<file path="src/hw/rtl/rtnb_pkg.sv">
// rtnb_pkg: types, widths and codes shared by the radix tree node build unit.
// Used by rtnb_ctrl, rtnb_datapath and radix_tree_node_build_unit; depends on nothing.

package rtnb_pkg;

   localparam int MAX_LEAVES_DEF = 1024;
   localparam int CODE_W         = 30;
   localparam int IDX_W          = 10;
   localparam int CHILD_W        = 11;
   localparam int RANGE_W        = 10;
   localparam int PFX_W          = 8;
   localparam int TIE_BASE       = 32;

   localparam logic KIND_APPEND = 1'b0;
   localparam logic KIND_QUERY  = 1'b1;

   localparam logic STATUS_OK  = 1'b0;
   localparam logic STATUS_BAD = 1'b1;

   typedef struct packed {
      logic              kind;
      logic              start_new;
      logic [CODE_W-1:0] code;
      logic [IDX_W-1:0]  node_index;
   } req_type;

   typedef struct packed {
      logic [CHILD_W-1:0] left_child;
      logic               left_is_leaf;
      logic [CHILD_W-1:0] right_child;
      logic               right_is_leaf;
      logic [RANGE_W-1:0] range_first;
      logic [RANGE_W-1:0] range_last;
      logic               status;
   } rsp_type;

   typedef enum logic [4:0] {
      OP_IDLE,
      OP_APPEND,
      OP_LOAD,
      OP_ERROR,
      OP_RD_BASE,
      OP_RD_NEXT,
      OP_RD_PREV,
      OP_RD_EXP,
      OP_RD_BIN,
      OP_RD_J,
      OP_RD_SPLIT,
      OP_EV_BASE,
      OP_EV_NEXT,
      OP_EV_PREV,
      OP_EV_EXP,
      OP_EV_BIN,
      OP_EV_J,
      OP_EV_SPLIT,
      OP_HALVE,
      OP_RESULT
   } op_type;

   typedef enum logic [3:0] {
      ST_IDLE,
      ST_CHECK,
      ST_EV_BASE,
      ST_RD_NEXT,
      ST_EV_NEXT,
      ST_RD_PREV,
      ST_EV_PREV,
      ST_RD_EXP,
      ST_EV_EXP,
      ST_RD_BIN,
      ST_EV_BIN,
      ST_RD_J,
      ST_EV_J,
      ST_SP_CHK,
      ST_SP_RD,
      ST_SP_EV
   } state_type;

   typedef struct packed {
      logic bad;
      logic gt;
      logic len_one;
      logic step_one;
      logic sstep_big;
      logic split_in;
   } stat_type;

endpackage

</file>
<file path="src/hw/rtl/rtnb_ctrl.sv">
// rtnb_ctrl: sequencer for appends and node queries; issues one datapath op per cycle.
// Depends on rtnb_pkg (op_type, state_type, stat_type, kind codes).

module rtnb_ctrl (
   input  logic              clock,
   input  logic              reset,
   input  logic              start,
   input  logic              req_kind,
   input  rtnb_pkg::stat_type stat,
   output logic              busy,
   output rtnb_pkg::op_type  op
);

   rtnb_pkg::state_type state_ff;
   rtnb_pkg::state_type state_in;

   always_ff @(posedge clock) begin
      if (reset) begin
         state_ff <= rtnb_pkg::ST_IDLE;
      end else begin
         state_ff <= state_in;
      end
   end

   assign busy = (state_ff != rtnb_pkg::ST_IDLE);

   always_comb begin
      state_in = state_ff;
      op       = rtnb_pkg::OP_IDLE;
      case (state_ff)
         rtnb_pkg::ST_IDLE: begin
            if (start) begin
               if (req_kind == rtnb_pkg::KIND_QUERY) begin
                  op       = rtnb_pkg::OP_LOAD;
                  state_in = rtnb_pkg::ST_CHECK;
               end else begin
                  op = rtnb_pkg::OP_APPEND;
               end
            end
         end
         rtnb_pkg::ST_CHECK: begin
            if (stat.bad) begin
               op       = rtnb_pkg::OP_ERROR;
               state_in = rtnb_pkg::ST_IDLE;
            end else begin
               op       = rtnb_pkg::OP_RD_BASE;
               state_in = rtnb_pkg::ST_EV_BASE;
            end
         end
         rtnb_pkg::ST_EV_BASE: begin
            op       = rtnb_pkg::OP_EV_BASE;
            state_in = rtnb_pkg::ST_RD_NEXT;
         end
         rtnb_pkg::ST_RD_NEXT: begin
            op       = rtnb_pkg::OP_RD_NEXT;
            state_in = rtnb_pkg::ST_EV_NEXT;
         end
         rtnb_pkg::ST_EV_NEXT: begin
            op       = rtnb_pkg::OP_EV_NEXT;
            state_in = rtnb_pkg::ST_RD_PREV;
         end
         rtnb_pkg::ST_RD_PREV: begin
            op       = rtnb_pkg::OP_RD_PREV;
            state_in = rtnb_pkg::ST_EV_PREV;
         end
         rtnb_pkg::ST_EV_PREV: begin
            op       = rtnb_pkg::OP_EV_PREV;
            state_in = rtnb_pkg::ST_RD_EXP;
         end
         rtnb_pkg::ST_RD_EXP: begin
            op       = rtnb_pkg::OP_RD_EXP;
            state_in = rtnb_pkg::ST_EV_EXP;
         end
         rtnb_pkg::ST_EV_EXP: begin
            op = rtnb_pkg::OP_EV_EXP;
            if (stat.gt) begin
               state_in = rtnb_pkg::ST_RD_EXP;
            end else if (stat.len_one) begin
               state_in = rtnb_pkg::ST_RD_J;
            end else begin
               state_in = rtnb_pkg::ST_RD_BIN;
            end
         end
         rtnb_pkg::ST_RD_BIN: begin
            op       = rtnb_pkg::OP_RD_BIN;
            state_in = rtnb_pkg::ST_EV_BIN;
         end
         rtnb_pkg::ST_EV_BIN: begin
            op = rtnb_pkg::OP_EV_BIN;
            if (stat.step_one) begin
               state_in = rtnb_pkg::ST_RD_J;
            end else begin
               state_in = rtnb_pkg::ST_RD_BIN;
            end
         end
         rtnb_pkg::ST_RD_J: begin
            op       = rtnb_pkg::OP_RD_J;
            state_in = rtnb_pkg::ST_EV_J;
         end
         rtnb_pkg::ST_EV_J: begin
            op       = rtnb_pkg::OP_EV_J;
            state_in = rtnb_pkg::ST_SP_CHK;
         end
         rtnb_pkg::ST_SP_CHK: begin
            if (stat.sstep_big) begin
               op       = rtnb_pkg::OP_HALVE;
               state_in = rtnb_pkg::ST_SP_RD;
            end else begin
               op       = rtnb_pkg::OP_RESULT;
               state_in = rtnb_pkg::ST_IDLE;
            end
         end
         rtnb_pkg::ST_SP_RD: begin
            if (stat.split_in) begin
               op       = rtnb_pkg::OP_RD_SPLIT;
               state_in = rtnb_pkg::ST_SP_EV;
            end else begin
               state_in = rtnb_pkg::ST_SP_CHK;
            end
         end
         rtnb_pkg::ST_SP_EV: begin
            op       = rtnb_pkg::OP_EV_SPLIT;
            state_in = rtnb_pkg::ST_SP_CHK;
         end
         default: begin
            state_in = rtnb_pkg::ST_IDLE;
         end
      endcase
   end

endmodule

</file>
<file path="config.mk">
export PLATFORM = sky130hd
export DESIGN_NAME = rtnb_ctrl
export DESIGN_NICKNAME = d
export VERILOG_FILES = /design/src/hw/rtl/rtnb_pkg.sv /design/src/hw/rtl/rtnb_ctrl.sv
export SDC_FILE = /design/constraint.sdc
export NUM_CORES = 1
export LEC_CHECK = 0
export BUFFER_PORTS_ARGS = -buffer_cell sky130_fd_sc_hd__buf_4
export CORE_AREA = 8 8 45 47
export CTS_CLUSTER_SIZE = 28
export DETAILED_ROUTE_END_ITERATION = 8
export DIE_AREA = 0 0 53 55
export SYNTH_ARGS = -nofsm -noshare
export SYNTH_HDL_FRONTEND = slang
export SYNTH_SLANG_ARGS = --single-unit
</file>
<file path="constraint.sdc">
create_clock -name clock -period 2.3 [get_ports clock]
set_clock_uncertainty 0.1 [all_clocks]
set_input_delay 0.345 -clock clock [delete_from_list [all_inputs] [get_ports clock]]
set_output_delay 0.345 -clock clock [all_outputs]
set_load 0.01 [all_outputs]
</file>
==> results.sh, run 1 <==
export IMPL_status="finished, final reports clean"
export IMPL_fmax_mhz=476
export IMPL_finalCriticalPeriod_ps=2100
export IMPL_dp_hpwl_um=856
export IMPL_power_total_mw=0.196
export IMPL_area_delta_synth_final_pct=32.9
export IMPL_largest_register_ff_count=4
export IMPL_hold_buffers=0
export IMPL_final_setup_tns_ps=0
export IMPL_overflow=0
export IMPL_p_leak_nw=0.217
export IMPL_slew_violations=0
export IMPL_drc=0
export IMPL_die_h_um=55
export IMPL_syn_area_um2=403
export IMPL_n_antenna_cell=0
export IMPL_coreArea_um2=1380
export IMPL_synth_most_common_cell="o21ai_0"
export IMPL_grt_pass1_wl_um=1860
export IMPL_io_pins=16
export IMPL_rsz0062_at_grt="false"
export IMPL_clkSlewWorstSetupHoldPaths_ps=40
export IMPL_cts_inserted_buffers=3
export IMPL_cts_sinks=4
export IMPL_finalWirelength_um=1120
export IMPL_finalHoldViolCount=0
export IMPL_grt_max_degree=18
export IMPL_synth_edf_count=0
export IMPL_clkLatencyLatePin_ps=230
export IMPL_multiInputGateArea_um2=282
export IMPL_ff_latch_area_um2=80.1
export IMPL_die_w_um=53
export IMPL_layout_drive_gt1_share_pct=28.2
export IMPL_powerDensity_nw_per_um2=367
export IMPL_ys_flop_type="dfxtp_1"
export IMPL_ys_ff_latch=4
export IMPL_fin_crit_sh_pct=91.4
export IMPL_avgSynthCellArea_um2=7.07
export IMPL_top_register="state_ff"
export IMPL_root_buffer="clkbuf_4"
export IMPL_syn_inst=57
export IMPL_ant_nets=0
export IMPL_first_iter_violations=17
export IMPL_firstDrtPassIters=4
export IMPL_htree_levels=1
export IMPL_critical_path_required_ps=1860
export IMPL_avgViaCountPerCell=5.44
export IMPL_syn_nets=67
export IMPL_synth_seq_area_share_pct=19.9
export IMPL_synth_cell_types=27
export IMPL_start_util_pct=29.1
export IMPL_worstSetupStartpointType="flop"
export IMPL_post_cts_resize_count=0
export IMPL_synthArstFlopShare_pct=0
export IMPL_fp_row_count=14
export IMPL_irDropWorstVdd_uv=160
export IMPL_netlist_area_leader_share_pct=19.9
export IMPL_synth_top_area_cell="dfxtp_1"
export IMPL_cts_tree="yes"
export IMPL_routedWlPerCell_um=12.9
export IMPL_track_usage_pct=8.30
export IMPL_num_fill_cells=151
export IMPL_num_vias=473
export IMPL_finish_net_count=83
export IMPL_slew_headroom_pct=59.8
export IMPL_ys_top_cells_by_area="dfxtp_1 (20%), o21ai_0 (9.9%), inv_1 (4.7%)"
export IMPL_setup_viol=0
export IMPL_worst_setup_path_type="flop to primary output"
export IMPL_gp_congestion=0.853
export IMPL_io_buffers=15
export IMPL_ys_top_cells_by_count="o21ai_0 (8), inv_1 (5), nand2_1 (5), dfxtp_1 (4)"
export IMPL_tightest_slew_ps=597
export IMPL_reg_top3="state_ff x4"
export IMPL_critPathArrivalTime_ps=1660
export IMPL_cap_violations=0
export IMPL_hold_path_class="input pin to flop"
export IMPL_dieArea_um2=2920
export IMPL_antenna_found_initial=0
export IMPL_path_max_fanout=16
export IMPL_cts_buffer_depth=2
export IMPL_grt_pass1_vias=433
export IMPL_cts_setup_buffers=0
export IMPL_crit_path_end_kind="primary output"
export IMPL_synth_warnings=0
-- worst max-delay path, cell delays in order, from the launching register on --
cell and delay [ps]:
dfxtp_1 430, nor4_1 570, a32o_1 210, a31oi_1 40, buf_4 160
-- cell usage in the layout (no fill, tap or decap), types with 3 or more instances in the layout --
cell type / Yosys / layout
nand2b_1: 3 / 3
buf_4: 0 / 15
o21ai_0: 8 / 8
dfxtp_1: 4 / 4
nand2_1: 5 / 5
nor2b_1: 3 / 3
clkbuf_4: 0 / 3
inv_1: 5 / 5
-- power breakdown --
group          switching [mW]  leakage (nW)  internal, mW
Sequential            0.00213        0.0323        0.0706
Combinational          0.0159         0.171        0.0221
Clock                  0.0274        0.0138        0.0583
Total                  0.0454         0.217         0.151
-- layout make-up --
cell class              instances  share of cell area [%]
inverters                       5                    3.50
repair buffers                 15                    21.0
flip-flops and latches          4                    15.0
well taps                      16                    3.74
multi-input cells              44                    52.6
clock buffers                   3                    4.21
-- cell families after synthesis --
family                 share of synthesized area (%)
AOI/OAI and AO/OA                               40.7
buffers and inverters                           10.2
DFF                                             19.9
and+or+nand+nor                                 29.2
-- worst paths after layout --
path                                               start                        to  slack [ps]  depth (start not counted)
worst min-delay path                               reset  state_ff[1]$_SDFFE_PP0P_         200                          2
worst max register to register  state_ff[3]$_SDFFE_PP0P_  state_ff[1]$_SDFFE_PP0P_         560                          3
worst max-delay path            state_ff[3]$_SDFFE_PP0P_                     op[1]         200                          4
worst min register to register  state_ff[1]$_SDFFE_PP0P_  state_ff[3]$_SDFFE_PP0P_         530                          2
-- per-stage QoR --
step	hold WS [ps]	utilization, %	instance area [um^2]	worst slack [ps]	instances
floorplan	317	-	403	655	57
global placement	452	37.1	513	511	84
finish	204	38.7	536	198	87
global route	205	38.7	536	64.7	87
detailed placement	450	37.1	513	469	84
CTS	202	38.7	536	217	87
-- metal layers --
metal	up-vias	track usage [%]	share of wire, %
li1	243	-	-
met1	213	9.56	45
met2	15	12.7	44
met3	2	4.01	9.5
met4	0	3.88	1.3
met5	-	0	0
Power figures use the tool's default switching activity.
==> run 2, diff against run 1 <==
- PLACE_DENSITY_LB_ADDON: not set -> 0.05
==> run 2 against run 1 <==
  * Sequential cell count is the same
  * Sequential share of layout area down 0.21 points
  * Register-to-register slack gained 20 ps
  * Via count rose by 0.42%
  * Core utilization rose by 0.54 points
  * Cell area up 1.4%
  * Global-route usage rose by 0.82 points
  * Total power increased by 2.5%
  * Critical path depth unchanged
  * Combinational power is 4% higher
  * Count of clock-buffer cells in the layout is the same
  * Worst setup slack gained 150 ps
  * Largest power group unchanged
==> results.sh, run 2 (synthesis gave the netlist of run 1 again) <==
export IMPL_gp_congestion=0.729
export IMPL_critPathArrivalTime_ps=1510
export IMPL_r2r_slack_ps=580
export IMPL_top_register="state_ff"
export IMPL_crit_buf_inv=1
export IMPL_hold_start="reset"
export IMPL_fp_row_count=14
export IMPL_io_buffers=15
export IMPL_p_leak_nw=0.222
export IMPL_routedWlPerCell_um=13.4
export IMPL_power_frac_seq_pct=36.2
export IMPL_reg_top3="state_ff x4"
export IMPL_fmax_mhz=512
export IMPL_max_stage_delay_ps=590
export IMPL_irDropWorstVdd_uv=123
export IMPL_hold_path_class="input pin to flop"
export IMPL_ant_nets=0
export IMPL_mostFrequentLayoutCells="buf_4 (16), o21ai_0 (8), inv_1 (5), nand2_1 (5), dfxtp_1 (4)"
export IMPL_cap_violations=0
export IMPL_r2r_cells=3
export IMPL_slew_violations=0
export IMPL_worst_setup_path_type="flop to primary output"
export IMPL_tightest_slew_ps=515
export IMPL_track_usage_pct=9.13
export IMPL_fin_ws_ps=348
export IMPL_place_area_um2=520
export IMPL_root_buffer="clkbuf_4"
export IMPL_dp_hpwl_um=893
export IMPL_slew_headroom_pct=65.6
export IMPL_slowest_stage="dfxtp_1"
export IMPL_pre_cts_slack_ps=602
export IMPL_status="finished, final reports clean"
export IMPL_switching_share_pct=24.4
export IMPL_finish_net_count=84
export IMPL_firstDrtPassIters=3
export IMPL_p_switching_mw=0.0491
export IMPL_r2r_start="state_ff[3]$_SDFFE_PP0P_"
export IMPL_powerDensity_nw_per_um2=371
export IMPL_die_h_um=55
export IMPL_pwr_share_comb_pct=19.6
export IMPL_final_setup_tns_ps=0
export IMPL_htree_levels=1
export IMPL_hold_buffers=0
export IMPL_worstSetupStartpointType="flop"
export IMPL_grt_pass1_vias=446
export IMPL_clkPwrFrac_pct=44.3
export IMPL_grt_pass1_wl_um=2020
export IMPL_first_iter_violations=12
export IMPL_cts_setup_buffers=0
export IMPL_antenna_found_initial=0
export IMPL_start_util_pct=29.1
export IMPL_finalCriticalPeriod_ps=1950
export IMPL_crit_chain="nand3_1, a32o_1, a31oi_1, buf_4"
export IMPL_clkLatencyLatePin_ps=240
export IMPL_cts_inserted_buffers=3
export IMPL_finalWirelength_um=1180
export IMPL_avgViaCountPerCell=5.40
export IMPL_cts_tree="yes"
export IMPL_final_area_um2=543
export IMPL_cts_buffer_depth=2
export IMPL_fin_crit_sh_pct=84.9
export IMPL_internal_power_mw=0.152
export IMPL_area_delta_synth_final_pct=34.8
export IMPL_io_pins=16
export IMPL_critical_path_required_ps=1860
export IMPL_post_cts_resize_count=0
export IMPL_n_antenna_cell=0
export IMPL_dp_cells=85
export IMPL_drc=0
export IMPL_num_vias=475
export IMPL_path_delay_family="flip-flops"
export IMPL_setup_viol=0
export IMPL_cts_sinks=4
export IMPL_reg2reg_to="state_ff[1]$_SDFFE_PP0P_"
export IMPL_die_w_um=53
export IMPL_path_max_fanout=16
export IMPL_grt_max_degree=18
export IMPL_crit_path_end_kind="primary output"
export IMPL_finalHoldViolCount=0
export IMPL_clkSlewWorstSetupHoldPaths_ps=40
export IMPL_overflow=0
export IMPL_layout_commonest_cell="buf_4"
export IMPL_min_to="state_ff[1]$_SDFFE_PP0P_"
export IMPL_largest_register_ff_count=4
export IMPL_layout_drive_gt1_share_pct=29.2
export IMPL_coreArea_um2=1380
export IMPL_fin_cells=88
export IMPL_rsz0062_at_grt="false"
export IMPL_holdPathStages=2
export IMPL_dieArea_um2=2920
## run 2: cell types whose count changed in the layout (fill, tap and decap cells not counted)
cell   before  now
buf_4      15   16
## run 2: worst reg2reg max path, stage by stage, from the launching register on
cell	delay, ps
dfxtp_1	590
or3b_1	410
a211o_1	280
a311oi_1	250
## run 2: per-stage QoR
step                      hold slack (ps)  utilization, %  power [mW]
after floorplan                       317               -      0.0900
after global placement                449            37.6       0.114
after detailed placement              449            37.6       0.114
after CTS                             202            39.2       0.204
after global routing                  206            39.2       0.213
final                                 206            39.2       0.201
## run 2: worst max-delay path by stage
stage	start	end	slack [ps]	depth (start not counted)
floorplan	state_ff[3]$_SDFFE_PP0P_	op[1]	650	4
global placement	state_ff[0]$_SDFFE_PP0P_	op[1]	570	4
detailed placement	state_ff[2]$_SDFFE_PP0P_	op[1]	600	4
CTS	state_ff[3]$_SDFFE_PP0P_	op[1]	350	4
global route	state_ff[3]$_SDFFE_PP0P_	op[1]	250	4
finish	state_ff[3]$_SDFFE_PP0P_	op[1]	350	4
## run 2: power by group through the flow
| stage | registers, mW | logic (mW) | clock network (mW) |
|---|---|---|---|
| floorplan | 0.0720 | 0.0180 | 0 |
| global placement | 0.0740 | 0.0404 | 0 |
| detailed placement | 0.0738 | 0.0399 | 0 |
| CTS | 0.0727 | 0.0400 | 0.0908 |
| global route | 0.0730 | 0.0428 | 0.0968 |
| finish | 0.0728 | 0.0394 | 0.0891 |
## run 2: area by class of cell
type                            count  area, um^2
Fill cell                         159         841
Multi-Input combinational cell     44         282
Timing Repair Buffer               16         120
Sequential cell                     4        80.1
Clock buffer                        3        22.5
Tap cell                           16        20.0
Inverter                            5        18.8
## run 2: metal layers
layer	share of wire [%]	routed length, um	global-route usage [%]	up-vias
li1	-	-	-	244
met1	48	565	11.1	221
met2	49	575	14.5	10
met3	2.9	34	2.14	0
met4	0	0	5.17	0
met5	0	0	0	-
==> run 3, diff against run 2 <==
- clock period: 2.3 -> 1.6 ns (I/O delays scaled with it)
==> run 3 against run 2 <==
  * The flow now finishes with violations (negative setup slack)
  * Critical path depth did not move
  * Sequential cell count did not move
  * Worst setup slack got worse by 400 ps
  * Routed wire length rose by 13%
  * Critical endpoint is now op[0]
  * Clock power rose by 41%
  * Sequential share of layout area fell by 0.70 points
  * Final cell count rose by 14%
  * Largest cell class unchanged
==> results.sh, run 3 (synthesis gave the netlist of run 1 again) <==
export IMPL_dieArea_um2=2920
export IMPL_finalWirelength_um=1330
export IMPL_cts_inserted_buffers=3
export IMPL_overflow=0
export IMPL_drc=0
export IMPL_layout_commonest_cell="buf_4"
export IMPL_power_total_mw=0.289
export IMPL_grt_max_degree=14
export IMPL_r2r_cells=4
export IMPL_n_antenna_cell=0
export IMPL_die_h_um=55
export IMPL_ant_nets=0
export IMPL_finalCriticalPeriod_ps=1650
export IMPL_slew_violations=0
export IMPL_root_buffer="clkbuf_4"
export IMPL_rsz0062_at_grt="true"
export IMPL_routedWlPerCell_um=13.3
export IMPL_met3_usage_pct=3.48
export IMPL_dp_hpwl_um=1000
export IMPL_area_delta_synth_final_pct=63.7
export IMPL_path_max_fanout=6
export IMPL_num_fill_cells=146
export IMPL_clkSlewWorstSetupHoldPaths_ps=40
export IMPL_crit_buf_inv=1
export IMPL_fp_row_count=14
export IMPL_largest_register_ff_count=4
export IMPL_max_stage_delay_ps=360
export IMPL_status="complete, but fails checks"
export IMPL_path_delay_family="simple AND/OR/NAND/NOR gates"
export IMPL_violations="negative setup slack"
export IMPL_p_leak_nw=0.292
export IMPL_r2r_slack_ps=70
export IMPL_use_met2_pct=18.0
export IMPL_cts_tree="yes"
export IMPL_powerDensity_nw_per_um2=438
export IMPL_slew_headroom_pct=83.5
export IMPL_cts_sinks=4
export IMPL_critical_path_required_ps=1260
export IMPL_coreArea_um2=1380
export IMPL_r2r_start="state_ff[3]$_SDFFE_PP0P_"
export IMPL_finalHoldViolCount=0
export IMPL_min_to="state_ff[2]$_SDFFE_PP0P_"
export IMPL_fin_ws_ps=-49.7
export IMPL_worstSetupStartpointType="flop"
export IMPL_finish_net_count=96
export IMPL_grt_pass1_vias=530
export IMPL_reg_top3="state_ff x4"
export IMPL_cts_buffer_depth=2
export IMPL_fmax_mhz=606
export IMPL_gp_congestion=0.746
export IMPL_crit_path_end_kind="primary output"
export IMPL_path_depth=4
export IMPL_fin_crit_sh_pct=103
export IMPL_hold_buffers=0
export IMPL_antenna_found_initial=0
export IMPL_start_util_pct=29.1
export IMPL_die_w_um=53
export IMPL_top_register="state_ff"
export IMPL_grt_pass1_wl_um=2240
export IMPL_io_pins=16
export IMPL_worst_setup_path_type="flop to primary output"
export IMPL_firstDrtPassIters=3
export IMPL_busiest_layer="met2"
export IMPL_clkLatencyLatePin_ps=240
export IMPL_tightest_slew_ps=246
export IMPL_track_usage_pct=9.94
export IMPL_irDropWorstVdd_uv=231
export IMPL_holdPathStages=2
export IMPL_final_area_um2=659
export IMPL_num_vias=517
export IMPL_slowest_stage="or3_1"
export IMPL_io_buffers=15
export IMPL_avgViaCountPerCell=5.17
export IMPL_use_met1_pct=11.2
export IMPL_reg2reg_to="state_ff[1]$_SDFFE_PP0P_"
export IMPL_layout_drive_gt1_share_pct=47.6
export IMPL_htree_levels=1
export IMPL_hold_path_class="input pin to flop"
export IMPL_crit_chain="or3_1, o21ai_1, a22oi_1, buf_4"
export IMPL_critPathArrivalTime_ps=1310
export IMPL_utilization_pct=47.6
export IMPL_hold_start="reset"
export IMPL_mostFrequentLayoutCells="buf_4 (27), o21ai_0 (6), nand2_1 (5), inv_1 (4)"
export IMPL_setup_viol=3
export IMPL_pre_cts_slack_ps=51.5
export IMPL_place_area_um2=596
export IMPL_cap_violations=0
export IMPL_first_iter_violations=5
-- run 3: cell types whose count changed in the layout (fill, tap and decap cells not counted), sizes merged --
cell,previous run,this run
buf,16,28
-- run 3: how the worst max path moves through the flow --
stage / startpoint / endpoint / slack (ps)
2_1_floorplan: state_ff[3]$_SDFFE_PP0P_ / op[1] / 60
3_3_place_gp: state_ff[2]$_SDFFE_PP0P_ / state_ff[1]$_SDFFE_PP0P_ / 30
3_5_place_dp: state_ff[3]$_SDFFE_PP0P_ / state_ff[1]$_SDFFE_PP0P_ / 50
4_1_cts: state_ff[1]$_SDFFE_PP0P_ / op[0] / -70
5_1_grt: state_ff[1]$_SDFFE_PP0P_ / op[0] / -120
6_report: state_ff[1]$_SDFFE_PP0P_ / op[0] / -50
-- run 3: metal layers --
metal,wire (um),vias up
met2,673,14
met1,610,234
met5,0,-
li1,-,269
met4,0,0
met3,45,0
-- run 3: worst reg2reg max path, stage by stage (launching register included) --
cell and delay (ps):
dfxtp_4 370, buf_4 140, and3b_1 190, a2111o_1 410
a311oi_1 220
-- run 3: layout make-up --
type | instances | area (um^2) | share of cell area [%]
Tap cell | 16 | 20.0 | 3.04
Sequential cell | 4 | 92.6 | 14.0
Multi-Input combinational cell | 44 | 292 | 44.2
Inverter | 5 | 18.8 | 2.85
Clock buffer | 3 | 22.5 | 3.42
Timing Repair Buffer | 28 | 214 | 32.4
-- run 3: report_power, final --
group	leakage, nW	switching [mW]	internal, mW
Clock	0.0138	0.0424	0.0840
Sequential	0.0352	0.00292	0.0967
Combinational	0.243	0.0256	0.0372
-- run 3: what timing repair did --
action,4_1_cts,5_1_grt
gates cloned,0,0
endpoints found under the setup margin,5,5
gates resized for setup,9,4
pin swaps,2,1
setup buffers,2,0
-- run 3: per-stage QoR --
stage / hold slack [ps] / cells / setup TNS [ps]
floorplan: 212 / 57 / 0
global placement: 344 / 95 / 0
detailed placement: 341 / 95 / 0
CTS: 78.8 / 100 / -92.6
global route: 76.3 / 100 / -346
finish: 90.6 / 100 / -82.3
